**src/sv/v92_trellis_coset_encoder_macros.svh**
```systemverilog
// Assertion macros used by the trellis coset encoder top level.
`ifndef V92_TRELLIS_COSET_ENCODER_MACROS_SVH
`define V92_TRELLIS_COSET_ENCODER_MACROS_SVH

// Check that post holds in the cycle after pre.
`define V92TCE_ASSERT_NEXT(label, clk, rst, pre, post) \
   label: assert property (@(posedge clk) disable iff (rst) (pre) |=> (post)) \
      else $error("v92tce next-cycle check failed");

// Check that post holds in the same cycle as pre.
`define V92TCE_ASSERT_SAME(label, clk, rst, pre, post) \
   label: assert property (@(posedge clk) disable iff (rst) (pre) |-> (post)) \
      else $error("v92tce same-cycle check failed");

`endif

```
**src/sv/v92tce_pkg.sv**
```systemverilog
// Package: mode codes, label tables and the result type of the trellis coset encoder.
`timescale 1ns / 1ps
package v92tce_pkg;

   typedef enum logic [1:0] {
      MODE_S16  = 2'd0,
      MODE_S32  = 2'd1,
      MODE_S64  = 2'd2,
      MODE_HOLD = 2'd3
   } mode_type;

   localparam int PointWidth = 16;
   localparam int StateWidth = 6;
   localparam int LabelWidth = 4;
   localparam int SubsetWidth = 3;

   localparam logic [SubsetWidth-1:0] SUBSET_LAB [16] = '{
      3'd0, 3'd7, 3'd4, 3'd3, 3'd5, 3'd2, 3'd1, 3'd6,
      3'd4, 3'd3, 3'd0, 3'd7, 3'd1, 3'd6, 3'd5, 3'd2
   };

   localparam logic [LabelWidth-1:0] COSET4D [64] = '{
      4'd0,  4'd0,  4'd1,  4'd1,  4'd8,  4'd8,  4'd9,  4'd9,
      4'd3,  4'd2,  4'd2,  4'd3,  4'd11, 4'd10, 4'd10, 4'd11,
      4'd5,  4'd5,  4'd4,  4'd4,  4'd13, 4'd13, 4'd12, 4'd12,
      4'd6,  4'd7,  4'd7,  4'd6,  4'd14, 4'd15, 4'd15, 4'd14,
      4'd8,  4'd8,  4'd9,  4'd9,  4'd0,  4'd0,  4'd1,  4'd1,
      4'd11, 4'd10, 4'd10, 4'd11, 4'd3,  4'd2,  4'd2,  4'd3,
      4'd13, 4'd13, 4'd12, 4'd12, 4'd5,  4'd5,  4'd4,  4'd4,
      4'd14, 4'd15, 4'd15, 4'd14, 4'd6,  4'd7,  4'd7,  4'd6
   };

   typedef struct packed {
      logic                  coded_bit;
      logic [StateWidth-1:0] new_state;
      logic [LabelWidth-1:0] coset_label;
   } step_type;

endpackage

```
**src/sv/v92tce_req_if.sv**
```systemverilog
// Request channel: four signed point values per symbol.
`timescale 1ns / 1ps
interface v92tce_req_if;
   logic                                     valid;
   logic                                     ready;
   logic signed [v92tce_pkg::PointWidth-1:0] point_a;
   logic signed [v92tce_pkg::PointWidth-1:0] point_b;
   logic signed [v92tce_pkg::PointWidth-1:0] point_c;
   logic signed [v92tce_pkg::PointWidth-1:0] point_d;

   modport source (output valid, point_a, point_b, point_c, point_d, input ready);
   modport sink (input valid, point_a, point_b, point_c, point_d, output ready);
endinterface

```
**src/sv/v92tce_rsp_if.sv**
```systemverilog
// Response channel: coded bit, new trellis state and coset label.
`timescale 1ns / 1ps
interface v92tce_rsp_if;
   logic                              valid;
   logic                              ready;
   logic                              coded_bit;
   logic [v92tce_pkg::StateWidth-1:0] new_state;
   logic [v92tce_pkg::LabelWidth-1:0] coset_label;

   modport source (output valid, coded_bit, new_state, coset_label, input ready);
   modport sink (input valid, coded_bit, new_state, coset_label, output ready);
endinterface

```
**src/sv/v92tce_csr_if.sv**
```systemverilog
// Configuration write channel carrying the trellis mode.
`timescale 1ns / 1ps
interface v92tce_csr_if;
   logic       valid;
   logic       ready;
   logic [1:0] trellis_mode;

   modport source (output valid, trellis_mode, input ready);
   modport sink (input valid, trellis_mode, output ready);
endinterface

```
**src/sv/v92tce_lane.sv**
```systemverilog
// Lane: reduces a pair of points to residues and looks up their subset label.
`timescale 1ns / 1ps
module v92tce_lane (
   input  logic signed [v92tce_pkg::PointWidth-1:0]  point_lo,
   input  logic signed [v92tce_pkg::PointWidth-1:0]  point_hi,
   output logic        [v92tce_pkg::SubsetWidth-1:0] subset_label
);

   logic [1:0] residue_lo;
   logic [1:0] residue_hi;

   // (x + 2) mod 4 only flips bit 1 of the two low bits
   assign residue_lo = {~point_lo[1], point_lo[0]};
   assign residue_hi = {~point_hi[1], point_hi[0]};

   assign subset_label = v92tce_pkg::SUBSET_LAB[{residue_hi, residue_lo}];

endmodule

```
**src/sv/v92tce_merge.sv**
```systemverilog
// Merge stage: combines lane labels into the 4D coset label and steps the trellis.
`timescale 1ns / 1ps
module v92tce_merge (
   input  logic [v92tce_pkg::SubsetWidth-1:0] label_a,
   input  logic [v92tce_pkg::SubsetWidth-1:0] label_b,
   input  logic [v92tce_pkg::StateWidth-1:0]  state,
   input  v92tce_pkg::mode_type               mode,
   output v92tce_pkg::step_type               result
);

   logic [v92tce_pkg::LabelWidth-1:0] lab;
   logic [v92tce_pkg::StateWidth-1:0] ns;
   logic                              y;

   assign lab = v92tce_pkg::COSET4D[{label_a, label_b}];

   always_comb begin
      ns = state;
      y  = 1'b0;
      unique case (mode)
         v92tce_pkg::MODE_S16: begin
            y  = state[2] ^ lab[0];
            ns = {2'b00, y, state[1] ^ lab[1], state[0] ^ state[3] ^ lab[1], state[3]};
         end
         v92tce_pkg::MODE_S32: begin
            y  = state[3] ^ lab[1];
            ns = {1'b0, y, state[2] ^ lab[3], state[1] ^ lab[0], state[0] ^ lab[1],
                  state[4]};
         end
         v92tce_pkg::MODE_S64: begin
            y  = state[4] ^ state[2] ^ lab[1];
            ns = {y, state[5], state[2], state[1] ^ lab[0] ^ state[2],
                  state[0] ^ state[1] ^ state[3] ^ lab[2] ^ (state[2] & lab[1]),
                  state[0] ^ state[1] ^ (state[2] & (state[1] ^ lab[0])) ^ lab[3]};
         end
         default: begin
            // unused mode: hold the state, coded bit low
            ns = state;
            y  = 1'b0;
         end
      endcase
   end

   assign result.coded_bit   = y;
   assign result.new_state   = ns;
   assign result.coset_label = lab;

endmodule

```
**src/sv/v92_trellis_coset_encoder.sv**
```systemverilog
// Top level of the V.92 4D trellis coset encoder.
//
//   channel | dir | payload                                 | handshake
//   req     | in  | point_a, point_b, point_c, point_d      | valid/ready
//   rsp     | out | coded_bit, new_state, coset_label       | valid/ready
//   csr     | in  | trellis_mode (also clears trellis state) | valid/ready
//
// One request per cycle while req.ready is high; its response appears in
// the cycle after acceptance; state feeds back through the merge stage.
// Synchronous active-high reset clears mode to 16 states and state to zero.
// req.ready stays high while the response register is empty or being taken.
`timescale 1ns / 1ps
`include "v92_trellis_coset_encoder_macros.svh"
module v92_trellis_coset_encoder (
   input logic         clock,
   input logic         reset,
   v92tce_req_if.sink  req,
   v92tce_rsp_if.source rsp,
   v92tce_csr_if.sink  csr
);

   logic [v92tce_pkg::SubsetWidth-1:0] label_a;
   logic [v92tce_pkg::SubsetWidth-1:0] label_b;
   v92tce_pkg::step_type               step;

   v92tce_pkg::mode_type               mode_ff, mode_in;
   logic [v92tce_pkg::StateWidth-1:0]  state_ff, state_in;
   logic                               rsp_valid_ff, rsp_valid_in;
   v92tce_pkg::step_type               rsp_data_ff, rsp_data_in;
   logic                               req_take;

   v92tce_lane u_lane_ab (
      .point_lo     (req.point_a),
      .point_hi     (req.point_b),
      .subset_label (label_a)
   );

   v92tce_lane u_lane_cd (
      .point_lo     (req.point_c),
      .point_hi     (req.point_d),
      .subset_label (label_b)
   );

   v92tce_merge u_merge (
      .label_a (label_a),
      .label_b (label_b),
      .state   (state_ff),
      .mode    (mode_ff),
      .result  (step)
   );

   assign req.ready = ~rsp_valid_ff | rsp.ready;
   assign csr.ready = 1'b1;
   assign req_take  = req.valid & req.ready;

   always_comb begin
      mode_in      = mode_ff;
      state_in     = state_ff;
      rsp_valid_in = rsp_valid_ff;
      rsp_data_in  = rsp_data_ff;
      if (req_take) begin
         state_in     = step.new_state;
         rsp_valid_in = 1'b1;
         rsp_data_in  = step;
      end else if (rsp.ready) begin
         rsp_valid_in = 1'b0;
      end
      // mode write wins: clear the state
      if (csr.valid) begin
         mode_in  = v92tce_pkg::mode_type'(csr.trellis_mode);
         state_in = '0;
      end
   end

   always_ff @(posedge clock) begin
      if (reset) begin
         mode_ff      <= v92tce_pkg::MODE_S16;
         state_ff     <= '0;
         rsp_valid_ff <= 1'b0;
      end else begin
         mode_ff      <= mode_in;
         state_ff     <= state_in;
         rsp_valid_ff <= rsp_valid_in;
      end
      rsp_data_ff <= rsp_data_in;
   end

   assign rsp.valid       = rsp_valid_ff;
   assign rsp.coded_bit   = rsp_data_ff.coded_bit;
   assign rsp.new_state   = rsp_data_ff.new_state;
   assign rsp.coset_label = rsp_data_ff.coset_label;

   `V92TCE_ASSERT_NEXT(a_csr_clears_state, clock, reset, csr.valid, state_ff == '0)
   `V92TCE_ASSERT_NEXT(a_rsp_tracks_state, clock, reset, req_take && !csr.valid, rsp.valid && rsp.new_state == state_ff)
   `V92TCE_ASSERT_NEXT(a_hold_mode_zero_bit, clock, reset, req_take && mode_ff == v92tce_pkg::MODE_HOLD, !rsp.coded_bit)
   `V92TCE_ASSERT_SAME(a_ready_when_empty, clock, reset, !rsp_valid_ff, req.ready)

endmodule

```
**src/flat_wrapper.sv**
```systemverilog
// flat-port wrapper written by rule: the top's interface ports become plain ports
module v92_trellis_coset_encoder_flat 
  (clock, reset, req_valid, req_point_a, req_point_b, req_point_c, req_point_d, req_ready, rsp_valid, rsp_coded_bit, rsp_new_state, rsp_coset_label, rsp_ready, csr_valid, csr_trellis_mode, csr_ready);
  v92tce_req_if req_i ();
  v92tce_rsp_if rsp_i ();
  v92tce_csr_if csr_i ();
  input logic clock;
  input logic reset;
  input wire logic [$bits(req_i.valid)-1:0] req_valid;
  input wire logic [$bits(req_i.point_a)-1:0] req_point_a;
  input wire logic [$bits(req_i.point_b)-1:0] req_point_b;
  input wire logic [$bits(req_i.point_c)-1:0] req_point_c;
  input wire logic [$bits(req_i.point_d)-1:0] req_point_d;
  output wire logic [$bits(req_i.ready)-1:0] req_ready;
  output wire logic [$bits(rsp_i.valid)-1:0] rsp_valid;
  output wire logic [$bits(rsp_i.coded_bit)-1:0] rsp_coded_bit;
  output wire logic [$bits(rsp_i.new_state)-1:0] rsp_new_state;
  output wire logic [$bits(rsp_i.coset_label)-1:0] rsp_coset_label;
  input wire logic [$bits(rsp_i.ready)-1:0] rsp_ready;
  input wire logic [$bits(csr_i.valid)-1:0] csr_valid;
  input wire logic [$bits(csr_i.trellis_mode)-1:0] csr_trellis_mode;
  output wire logic [$bits(csr_i.ready)-1:0] csr_ready;
  assign req_i.valid = req_valid;
  assign req_i.point_a = req_point_a;
  assign req_i.point_b = req_point_b;
  assign req_i.point_c = req_point_c;
  assign req_i.point_d = req_point_d;
  assign req_ready = req_i.ready;
  assign rsp_valid = rsp_i.valid;
  assign rsp_coded_bit = rsp_i.coded_bit;
  assign rsp_new_state = rsp_i.new_state;
  assign rsp_coset_label = rsp_i.coset_label;
  assign rsp_i.ready = rsp_ready;
  assign csr_i.valid = csr_valid;
  assign csr_i.trellis_mode = csr_trellis_mode;
  assign csr_ready = csr_i.ready;
  v92_trellis_coset_encoder u_core (.clock(clock), .reset(reset), .req(req_i), .rsp(rsp_i), .csr(csr_i));
endmodule
```
**config.mk**
```make
export PLATFORM = sky130hd
export DESIGN_NAME = v92_trellis_coset_encoder_flat
export DESIGN_NICKNAME = d
export VERILOG_FILES = /design/src/sv/v92tce_pkg.sv /design/src/sv/v92tce_req_if.sv /design/src/sv/v92tce_rsp_if.sv /design/src/sv/v92tce_csr_if.sv /design/src/sv/v92tce_lane.sv /design/src/sv/v92tce_merge.sv /design/src/sv/v92_trellis_coset_encoder.sv /design/src/flat_wrapper.sv
export VERILOG_INCLUDE_DIRS = /design/src /design/src/sv
export SDC_FILE = /design/constraint.sdc
export NUM_CORES = 1
export LEC_CHECK = 0
export BUFFER_PORTS_ARGS = -buffer_cell sky130_fd_sc_hd__buf_2
export CAP_MARGIN = 10
export CELL_PAD_IN_SITES_DETAIL_PLACEMENT = 1
export CELL_PAD_IN_SITES_GLOBAL_PLACEMENT = 1
export CORE_UTILIZATION = 26
export CTS_CLUSTER_DIAMETER = 40
export DETAILED_ROUTE_END_ITERATION = 6
export HOLD_SLACK_MARGIN = 0.03
export PLACE_DENSITY_LB_ADDON = 0.05
export SETUP_SLACK_MARGIN = 0.15
export SLEW_MARGIN = 5
export SYNTH_ARGS = -nofsm -noshare
export SYNTH_HDL_FRONTEND = slang
export SYNTH_SLANG_ARGS = --single-unit
```
**constraint.sdc**
```tcl
create_clock -name clock -period 2.08 [get_ports clock]
set_input_delay 0.104 -clock clock [delete_from_list [all_inputs] [get_ports clock]]
set_output_delay 0.104 -clock clock [all_outputs]
set_load 0.1 [all_outputs]
```
==> flow_summary.yaml, run 1 <==
outcome:
  status: "finished, violations left"
  failed_checks: "DRC"
sta:
  worst_pin_slew_ns: 0.6669
  rsz0062_at_grt: "false"
  fin_tns_setup_ns: 0
  finalSetupViolCount: 0
  period_needed_ns: 1.862
  hold_viol_final: 0
  finalClockSkew_ns: 0.004472
  setup_ws_ns: 0.2177
  max-slew-margin-rel: 0.5548
  timing.fmax_ghz: 0.5370
  finalMaxSlewViolations: 0
  fin_crit_sh: 0.8954
setup_path:
  path_common_cell: "xnor2_1"
  cp_slowest_cell: "mux2_4"
  crit_required_ns: 2.09
  r2r_cells: 7
  rr_startpoint: "u_core.state_ff[1]"
  crit_start: "req_point_d[0]"
  worst_ep_arrival_time_ns: 1.88
  end_kind: "register"
  crit_type: "input pin to register"
  path_cells: "buf_8 > mux2_4 > mux2i_4 > xnor2_1 > ha_2 > xnor2_2 > xnor2_1 > xnor3_1 > a221oi_2 > nor2_1"
  cp-start-kind: "input pin"
  path_max_fanout: 3
  cpPeakStageDelay_ns: 0.30
cts:
  numCtsBuffers: 3
  post_cts_buffers: 0
  cts_resized: 0
  cts_root_buffer: "clkbuf_8"
  hold_buffers: 0
  cts_buffer_depth: 2
  cts.sinks: 20
  cts_tree: "built"
  clkTransAtPathRegs_ns: 0.08
  h-tree-depth: 1
  worstSkewPairLatency_ns: 0.26
detailed_routing:
  detail_route.iter0.violations: 38
  finalWirelength_um: 2986
  drt-pass1-iter-count: 6
  drtAntennaViolNets: 0
  drcViolationCount: 2
  wl_per_cell_um: 14.57
  num_vias: 971
  via_per_inst: 4.737
min_path:
  holdPathStages: 2
  min_from: "reset"
  hp-class: "input pin to register"
synth:
  synth_top_area_cell: "edfxtp_1"
  synth_area_um2: 1250
  synth_top_cell_area_share: 0.2643
  syn_nets: 193
  yosys_warnings: 0
  syn_inst: 121
  synth_top_cells_by_area: "edfxtp_1 (26%), dfxtp_1 (14%), xnor2_1 (9.8%), nor2_1 (3.9%), xnor3_1 (3.6%)"
  seq_area_frac_synth: 0.4084
  ys_types: 38
  ys_ff_latch: 20
  avgSynthCellArea_um2: 10.33
flow_run:
  max_cap_viol_count: 0
place:
  hpwl_um: 2287
  post-place-ws_ns: -0.1173
  place_congestion: 0.7540
  io_buffer_count: 27
power_and_ir_drop:
  p_total_uw: 1246
  ir_worst_vdd_mv: 0.4469
  leakage_uw: 0.0006425
  powerDensity_nw_per_um2: 795.2
global_routing:
  top_usage_layer: "met2"
  grt_max_degree: 20
  grt_pass1_wl_um: 5195
  use_met3: 0.03376
  use_met1: 0.1780
  grtUsageTotal: 0.1329
  grtUsageMet2: 0.2180
  gr-total-overflow: 0
  grt_pass1_vias: 991
  antenna_found_initial: 0
floorplanning:
  num_io_pins: 85
  die_area_um2: 5089
  fp-row-count: 24
  core_area_um2: 4474
  initial_core_util: 0.2794
  die_w_um: 71.34
  fp.dieH_um: 71.34
final_layout:
  fillers: 523
  diodes: 0
  layout.nets: 226
  drive_gt1_frac: 0.3529
  area_growth_pct: 25.33
  multiInputGateArea_um2: 720.7
  ff_latch_area_um2: 511.7
  postLayoutCoreUtil: 0.3501
==> power by group <==
group / switching [uW] / internal [uW] / total, uW
clock network: 139 / 132 / 270
registers: 22.4 / 458 / 480
logic: 332 / 163 / 495
total: 493 / 753 / 1250
==> cells by family after synthesis <==
| family | after synthesis | share of synthesized area |
|---|---|---|
| AOI/OAI and AO/OA | 25 | 0.1411 |
| xor gates and xnor gates | 22 | 0.2032 |
| adders and majority gates | 1 | 0.01001 |
| buffers and inverters | 11 | 0.03903 |
| DFF | 20 | 0.4084 |
| muxes | 8 | 0.07007 |
| other | 1 | 0.003000 |
| and+or+nand+nor | 33 | 0.1251 |
==> flip-flops by register name, indices dropped and copies added (netlist names) <==
register	cells
u_core.rsp.new_state	6
u_core.state_ff	6
u_core.rsp.coset_label	4
u_core.mode_ff	2
u_core.rsp.coded_bit	1
u_core.rsp.valid	1
==> through the flow <==
stage | instance area (um^2) | cells | hold WS, ns
finish | 1567 | 205 | 0.04403
global route | 1567 | 205 | 0.05811
CTS | 1543 | 205 | 0.04737
detailed placement | 1498 | 201 | 0.3315
global placement | 1498 | 201 | 0.3213
floorplan | 1267 | 121 | 0.1657
==> layout by cell type, fill, tap and decap left out, types with 3 or more instances in the layout <==
cell	instances
nor2_1	13
nand2b_1	4
a21oi_1	8
mux2i_1	4
xnor2_1	13
inv_1	3
clkbuf_8	3
dfxtp_1	8
o21ai_0	4
buf_4	9
xnor2_2	3
buf_2	26
nand2_1	9
xor2_1	3
edfxtp_1	11
==> area by class of cell <==
cell class / count / area share
Multi-Input combinational cell: 90 / 0.4601
Sequential cell: 20 / 0.3267
Timing Repair Buffer: 36 / 0.1358
Tap cell: 52 / 0.04153
Clock buffer: 3 / 0.02636
Inverter: 3 / 0.007189
Clock inverter: 1 / 0.002396
==> Yosys cell counts <==
| library cell | n |
|---|---|
| nor3_1 | 1 |
| buf_4 | 1 |
| inv_1 | 3 |
| clkbuf_1 | 3 |
| o21ai_0 | 4 |
| o211a_1 | 1 |
| a221oi_2 | 1 |
| nor2_1 | 13 |
| xor2_4 | 1 |
| edfxtp_1 | 11 |
| mux2i_2 | 1 |
| dfxtp_1 | 9 |
| nor2b_1 | 2 |
| o211ai_1 | 2 |
| or4b_1 | 1 |
| xnor2_2 | 2 |
| a221o_1 | 1 |
| o21a_1 | 1 |
| a21oi_1 | 8 |
| a2111oi_2 | 1 |
| a21oi_2 | 1 |
| o22ai_1 | 2 |
| mux2i_1 | 4 |
| a31oi_1 | 1 |
| xnor3_1 | 2 |
| nand4b_1 | 1 |
| xor2_1 | 3 |
| xnor2_1 | 14 |
| buf_2 | 3 |
| buf_1 | 1 |
| nand2_1 | 9 |
| a22oi_1 | 1 |
| or2_2 | 1 |
| conb_1 | 1 |
| ha_1 | 1 |
| a22o_1 | 1 |
| mux2_2 | 3 |
| nand2b_1 | 5 |
==> layer usage <==
layer / part of all wire / wire length, um
met4: 0.0067 / 20
met3: 0.030 / 90
met2: 0.47 / 1412
met1: 0.49 / 1462
met5: 0 / 0
==> worst max-delay path: cells and delay by family <==
kind | cells | cell delay [ns]
AO/OA/AOI/OAI | 1 | 0.27
AND/OR/NAND/NOR | 1 | 0.07
buffers and inverters | 1 | 0.10
adder cells (fa/ha/maj) | 1 | 0.21
XOR/XNOR | 4 | 0.67
multiplexers | 2 | 0.46
==> worst paths after layout <==
check / endpoint / slack [ns]
setup / recovery: u_core.rsp.new_state[0] / 0.22
hold / removal: u_core.rsp.valid / 0.04
setup reg to reg: u_core.rsp.new_state[0] / 0.26
hold reg to reg: u_core.rsp.valid / 0.49
No activity file was read; power rests on OpenSTA's default activity.
==> run 2, diff against run 1 <==
CORE_MARGIN = 2   (was unset)
SYNTH_HIERARCHICAL = 1   (was unset)
==> run 2 against run 1 <==
Against the previous run: the flow now finishes without violations; clock skew up 0.0069 ns; wire length down 3.9%; fmax shrank 2.4%; worst setup slack worse by 0.045 ns; register-to-register slack got worse by 0.02 ns; clock power up 32%; sequential power barely moved; first-iteration DRC count rose by 24%; final cell count is 0.98% lower; die area is 6.9% higher.
==> flow_summary.yaml, run 2 <==
outcome:
  status: "finished, final reports clean"
power_and_ir_drop:
  p_clk_frac: 0.266
  swShare: 0.3876
  powerDensity_nw_per_um2: 861.6
  seq_power_share: 0.359
  ir_worst_vdd_mv: 0.3462
  leakage_uw: 0.0006495
  power_frac_comb: 0.374
  p_sw_uw: 518.5
  p_int_uw: 819.3
sta:
  period_needed_ns: 1.907
  finalSetupViolCount: 0
  fin_crit_sh: 0.9171
  worst_pin_slew_ns: 0.6191
  finalMaxSlewViolations: 0
  finalClockSkew_ns: 0.01136
  rsz0062_at_grt: "true"
  hold_viol_final: 0
  setup_ws_ns: 0.1725
  timing.fmax_ghz: 0.5243
  max-slew-margin-rel: 0.5867
detailed_routing:
  wl_per_cell_um: 14.13
  finalWirelength_um: 2869
  via_per_inst: 4.675
  drtAntennaViolNets: 0
  drt-met1-wl_um: 1296
  drt-pass1-iter-count: 3
  top_layer: "met4"
  met2_length_um: 1468
  drcViolationCount: 0
  detail_route.iter0.violations: 47
  wl_met3_um: 78
  num_vias: 949
final_layout:
  area_growth_pct: 22.75
  layout_common_cells: "buf_2 (25), nand2_1 (11), edfxtp_1 (11), dfxtp_1 (9), xnor2_1 (9)"
  stdcell_count: 203
  final_common_cell: "buf_2"
  diodes: 0
  fillers: 550
  layout.nets: 222
  drive_gt1_frac: 0.3826
place:
  io_buffer_count: 27
  place_congestion: 0.7108
  dp_cells: 199
  hpwl_um: 2159
  post-place-ws_ns: -0.1495
setup_path:
  crit_required_ns: 2.24
  cp_slowest_cell: "or3b_1"
  worst_ep_arrival_time_ns: 2.07
  cp-start-kind: "input pin"
  cpPeakStageDelay_ns: 0.37
  path_cells: "buf_2 > xor2_2 > nor2b_4 > xor2_2 > xnor2_1 > ha_2 > xor2_2 > xnor2_2 > or3b_1 > a31o_1 > nand4_1 > o21ai_2"
  end_kind: "register"
  path_max_fanout: 2
  path_common_cell: "xor2_2"
  crit_type: "input pin to register"
synth:
  ys_async_sr_fraction: 0
  ys_ff_latch: 20
  ys_types: 40
  syn_nets: 198
  synth_edf_count: 11
  synth_top_cell_area_share: 0.2611
  seq_area_frac_synth: 0.4036
  syn_inst: 126
  avgSynthCellArea_um2: 10.04
  ys.flop_type: "edfxtp_1"
  synth_area_um2: 1265
  yosys_warnings: 6
  yosys-top-cells-count: "edfxtp_1 (11), nand2_1 (11), xnor2_1 (10)"
  synth_top_cells_by_area: "edfxtp_1 (26%), dfxtp_1 (14%), xnor2_1 (6.9%), o21ai_2 (4.2%), xor2_2 (3.9%)"
  synth_top_area_cell: "edfxtp_1"
floorplanning:
  fp.dieH_um: 73.75
  num_io_pins: 85
  initial_core_util: 0.2696
  core_area_um2: 4692
  fp-row-count: 25
  die_area_um2: 5439
  die_w_um: 73.75
global_routing:
  gr-total-overflow: 0
  grtUsageTotal: 0.1140
  grt_pass1_wl_um: 4740
  grt_pass1_vias: 1010
  antenna_found_initial: 0
  grt_max_degree: 19
cts:
  worstSkewPairLatency_ns: 0.26
  clkTransAtPathRegs_ns: 0.09
  post_cts_buffers: 0
  cts_root_buffer: "clkbuf_8"
  numCtsBuffers: 3
  cts.sinks: 20
  cts_buffer_depth: 2
  h-tree-depth: 1
  cts_tree: "built"
min_path:
  hp-class: "input pin to register"
flow_run:
  max_cap_viol_count: 0
run 2: final timing paths:
path         cells past startpoint  slack (ns)                from            endpoint
min reg2reg                      2        0.48  u_core/state_ff[5]  u_core/state_ff[5]
max                             12        0.17      req_point_d[0]  u_core/state_ff[0]
max reg2reg                      8        0.24  u_core/state_ff[1]  u_core/state_ff[0]
min                              2        0.03               reset    u_core/rsp.valid
run 2: area by class of cell:
class / instances / area [um^2] / share of cell area
multi-input cells: 86 / 681.9 / 0.4392
flip-flops and latches: 20 / 510.5 / 0.3288
repair buffers: 35 / 211.5 / 0.1362
well taps: 54 / 67.56 / 0.04351
clock buffers: 4 / 66.31 / 0.04271
inverters: 4 / 15.01 / 0.009670
run 2: metal layers:
metal	global-route usage	vias up
met5	0	-
met4	0.03636	0
met3	0.01646	2
met2	0.1944	15
met1	0.1473	462
li1	-	470
run 2: power groups by stage:
stage	registers, uW	clock network, uW	logic (uW)
global route	487	380	533
CTS	482	367	494
global placement	490	0	488
floorplan	670	0	220
finish	481	357	501
detailed placement	491	0	492
run 2: kinds of logic (layout without fill, tap and decap cells):
kind of cell | after synthesis | in the layout | synth area share
multiplexers | 5 | 5 | 0.04154
other | 1 | 1 | 0.002965
AO/OA/AOI/OAI | 22 | 22 | 0.1256
buffers and inverters | 20 | 43 | 0.09198
AND/OR/NAND/NOR | 38 | 38 | 0.1642
flip-flops | 20 | 20 | 0.4036
adder cells (fa/ha/maj) | 1 | 1 | 0.009890
XOR/XNOR | 19 | 19 | 0.1602
run 2: stage by stage:
stage	TNS, ns	area (um^2)	utilization	total power (uW)	hold slack (ns)
2_1_floorplan	-0.1451	1297	-	890.1	0.1731
3_3_place_gp	-0.2306	1453	0.3096	977.6	0.3155
3_5_place_dp	-0.3400	1453	0.3096	983.0	0.3252
4_1_cts	0	1521	0.3243	1343	0.03466
5_1_grt	0	1553	0.3309	1400	0.04311
6_report	0	1553	0.3309	1338	0.03139
run 2: what timing repair did:
item | in CTS | in global routing
gates cloned | 0 | 0
hold buffers | 0 | 0
gates resized for setup | 1 | 8
setup endpoints to repair | 2 | 3
pin swaps | 1 | 8
run 2: critical path: cells and delay by family:
kind	cells	cell delay (ns)
AND/OR/NAND/NOR	3	0.58
XOR/XNOR	5	0.78
buffers and inverters	1	0.11
AO/OA/AOI/OAI	2	0.28
adder cells (fa/ha/maj)	1	0.21
==> run 3, diff against run 2 <==
MAX_ROUTING_LAYER = met4   (was unset)
clock period = 1.7 ns   (was 2.08 ns; I/O delays follow)
==> run 3 against run 2 <==
Against the previous run: critical path depth unchanged; sequential cell count is the same; final cell count up 4.4%; sequential share of layout area shrank 1.2 points; highest routed layer unchanged; the run now ends with setup timing left; wire length up 1.3%.
==> flow_summary.yaml, run 3 (synthesized netlist as in run 2, its figures left out) <==
detailed_routing:
  num_vias: 981
  drtAntennaViolNets: 0
  drcViolationCount: 0
  via_per_inst: 4.627
  wl_per_cell_um: 13.70
  detail_route.iter0.violations: 27
  drt-pass1-iter-count: 4
  finalWirelength_um: 2905
sta:
  period_needed_ns: 1.882
  fin_crit_sh: 1.107
  timing.fmax_ghz: 0.5313
  hold_viol_final: 0
  finalSetupViolCount: 2
  hold_ws_ns: 0.06188
  finalMaxSlewViolations: 0
  setup_ws_ns: -0.1821
  finalClockSkew_ns: 0.003414
  rsz0062_at_grt: "true"
floorplanning:
  num_io_pins: 85
  fp.dieH_um: 73.75
  core_area_um2: 4692
  initial_core_util: 0.2696
  fp-row-count: 25
  die_area_um2: 5439
  die_w_um: 73.75
cts:
  numCtsBuffers: 3
  worstSkewPairLatency_ns: 0.26
  h-tree-depth: 1
  clkTransAtPathRegs_ns: 0.08
  cts_tree: "built"
  cts.sinks: 20
  cts_root_buffer: "clkbuf_8"
  cts_buffer_depth: 2
final_layout:
  layout_common_cells: "buf_2 (25), buf_4 (16), nand2_1 (11), edfxtp_1 (11), xnor2_1 (9)"
  area_growth_pct: 27.89
  stdcell_count: 212
  diodes: 0
  finish.instance_area_um2: 1618
  layout.nets: 231
  drive_gt1_frac: 0.4304
  final_common_cell: "buf_2"
setup_path:
  crit_required_ns: 1.85
  regToRegSetupSlack_ns: -0.08
  path_max_fanout: 2
  crit_type: "input pin to register"
  worst_ep_arrival_time_ns: 2.03
  rr_startpoint: "u_core/state_ff[1]"
  crit_start: "req_point_b[0]"
  cp-start-kind: "input pin"
  end_kind: "register"
place:
  post-place-ws_ns: -0.5432
  place_congestion: 0.7022
  io_buffer_count: 27
  hpwl_um: 2199
  postPlaceCellArea_um2: 1491
  dp_cells: 204
global_routing:
  grt_pass1_wl_um: 5078
  grt_max_degree: 19
  grt_pass1_vias: 1050
  grtUsageTotal: 0.1261
  antenna_found_initial: 0
  gr-total-overflow: 0
min_path:
  min_from: "csr_trellis_mode[1]"
  hp-class: "input pin to register"
flow_run:
  max_cap_viol_count: 0
outcome:
  status: "finished, violations left"
  failed_checks: "setup timing"
power_and_ir_drop:
  powerDensity_nw_per_um2: 987.3
  leakage_uw: 0.0006910
  ir_worst_vdd_mv: 0.3230
run 3: cell types whose count changed in the layout (fill, tap and decap cells not counted), sizes merged:
cell         delta
buf             +8
dlygate4sd3     +1
run 3: cell type report:
type	instances	area [um^2]
sequential	20	513.0
tap	54	67.56
fill	551	3074
multi-input combinational	86	695.7
inverter	4	15.01
timing repair buffer	44	281.5
clock buffer	4	45.04
run 3: per-layer routing:
layer / share of wire / track usage
met4: 0.0059 / 0.04242
met1: 0.46 / 0.1516
met3: 0.022 / 0.02469
met5: 0 / -
met2: 0.51 / 0.2103
run 3: what timing repair did:
| action | in CTS | in global routing |
|---|---|---|
| resized for setup | 6 | 7 |
| pin swaps | 8 | 7 |
| hold buffers | 1 | 0 |
| endpoints found under the setup margin | 6 | 9 |
| setup buffers | 2 | 1 |
| hold endpoints to repair | 3 | 0 |
run 3: worst paths after layout:
kind	endpoint	cells after the start
max reg2reg	u_core/state_ff[0]	8
min reg2reg	u_core/state_ff[5]	2
min	u_core/mode_ff[1]	3
max	u_core/state_ff[0]	12
run 3: through the flow:
step | setup TNS, ns | util | total power (uW)
2_1_floorplan | -1.263 | - | 1090
3_3_place_gp | -2.281 | 0.3179 | 1209
3_5_place_dp | -2.522 | 0.3179 | 1213
4_1_cts | -0.5984 | 0.3368 | 1582
5_1_grt | -0.8297 | 0.3448 | 1683
6_report | -0.3622 | 0.3448 | 1597
run 3: power breakdown:
group	switching (uW)	internal (uW)	leakage, uW
Combinational	444	236	0.000486
Sequential	22.7	563	0.000182
Clock	165	167	0.0000228
run 3: critical path, cell delays in order:
cell	delay, ns
buf_8	0.10
xor2_4	0.15
nor2b_4	0.17
xor2_2	0.18
xnor2_1	0.14
ha_2	0.21
xor2_2	0.17
xnor2_2	0.09
or3b_1	0.35
a31o_1	0.24
nand4_1	0.08
o21ai_2	0.05
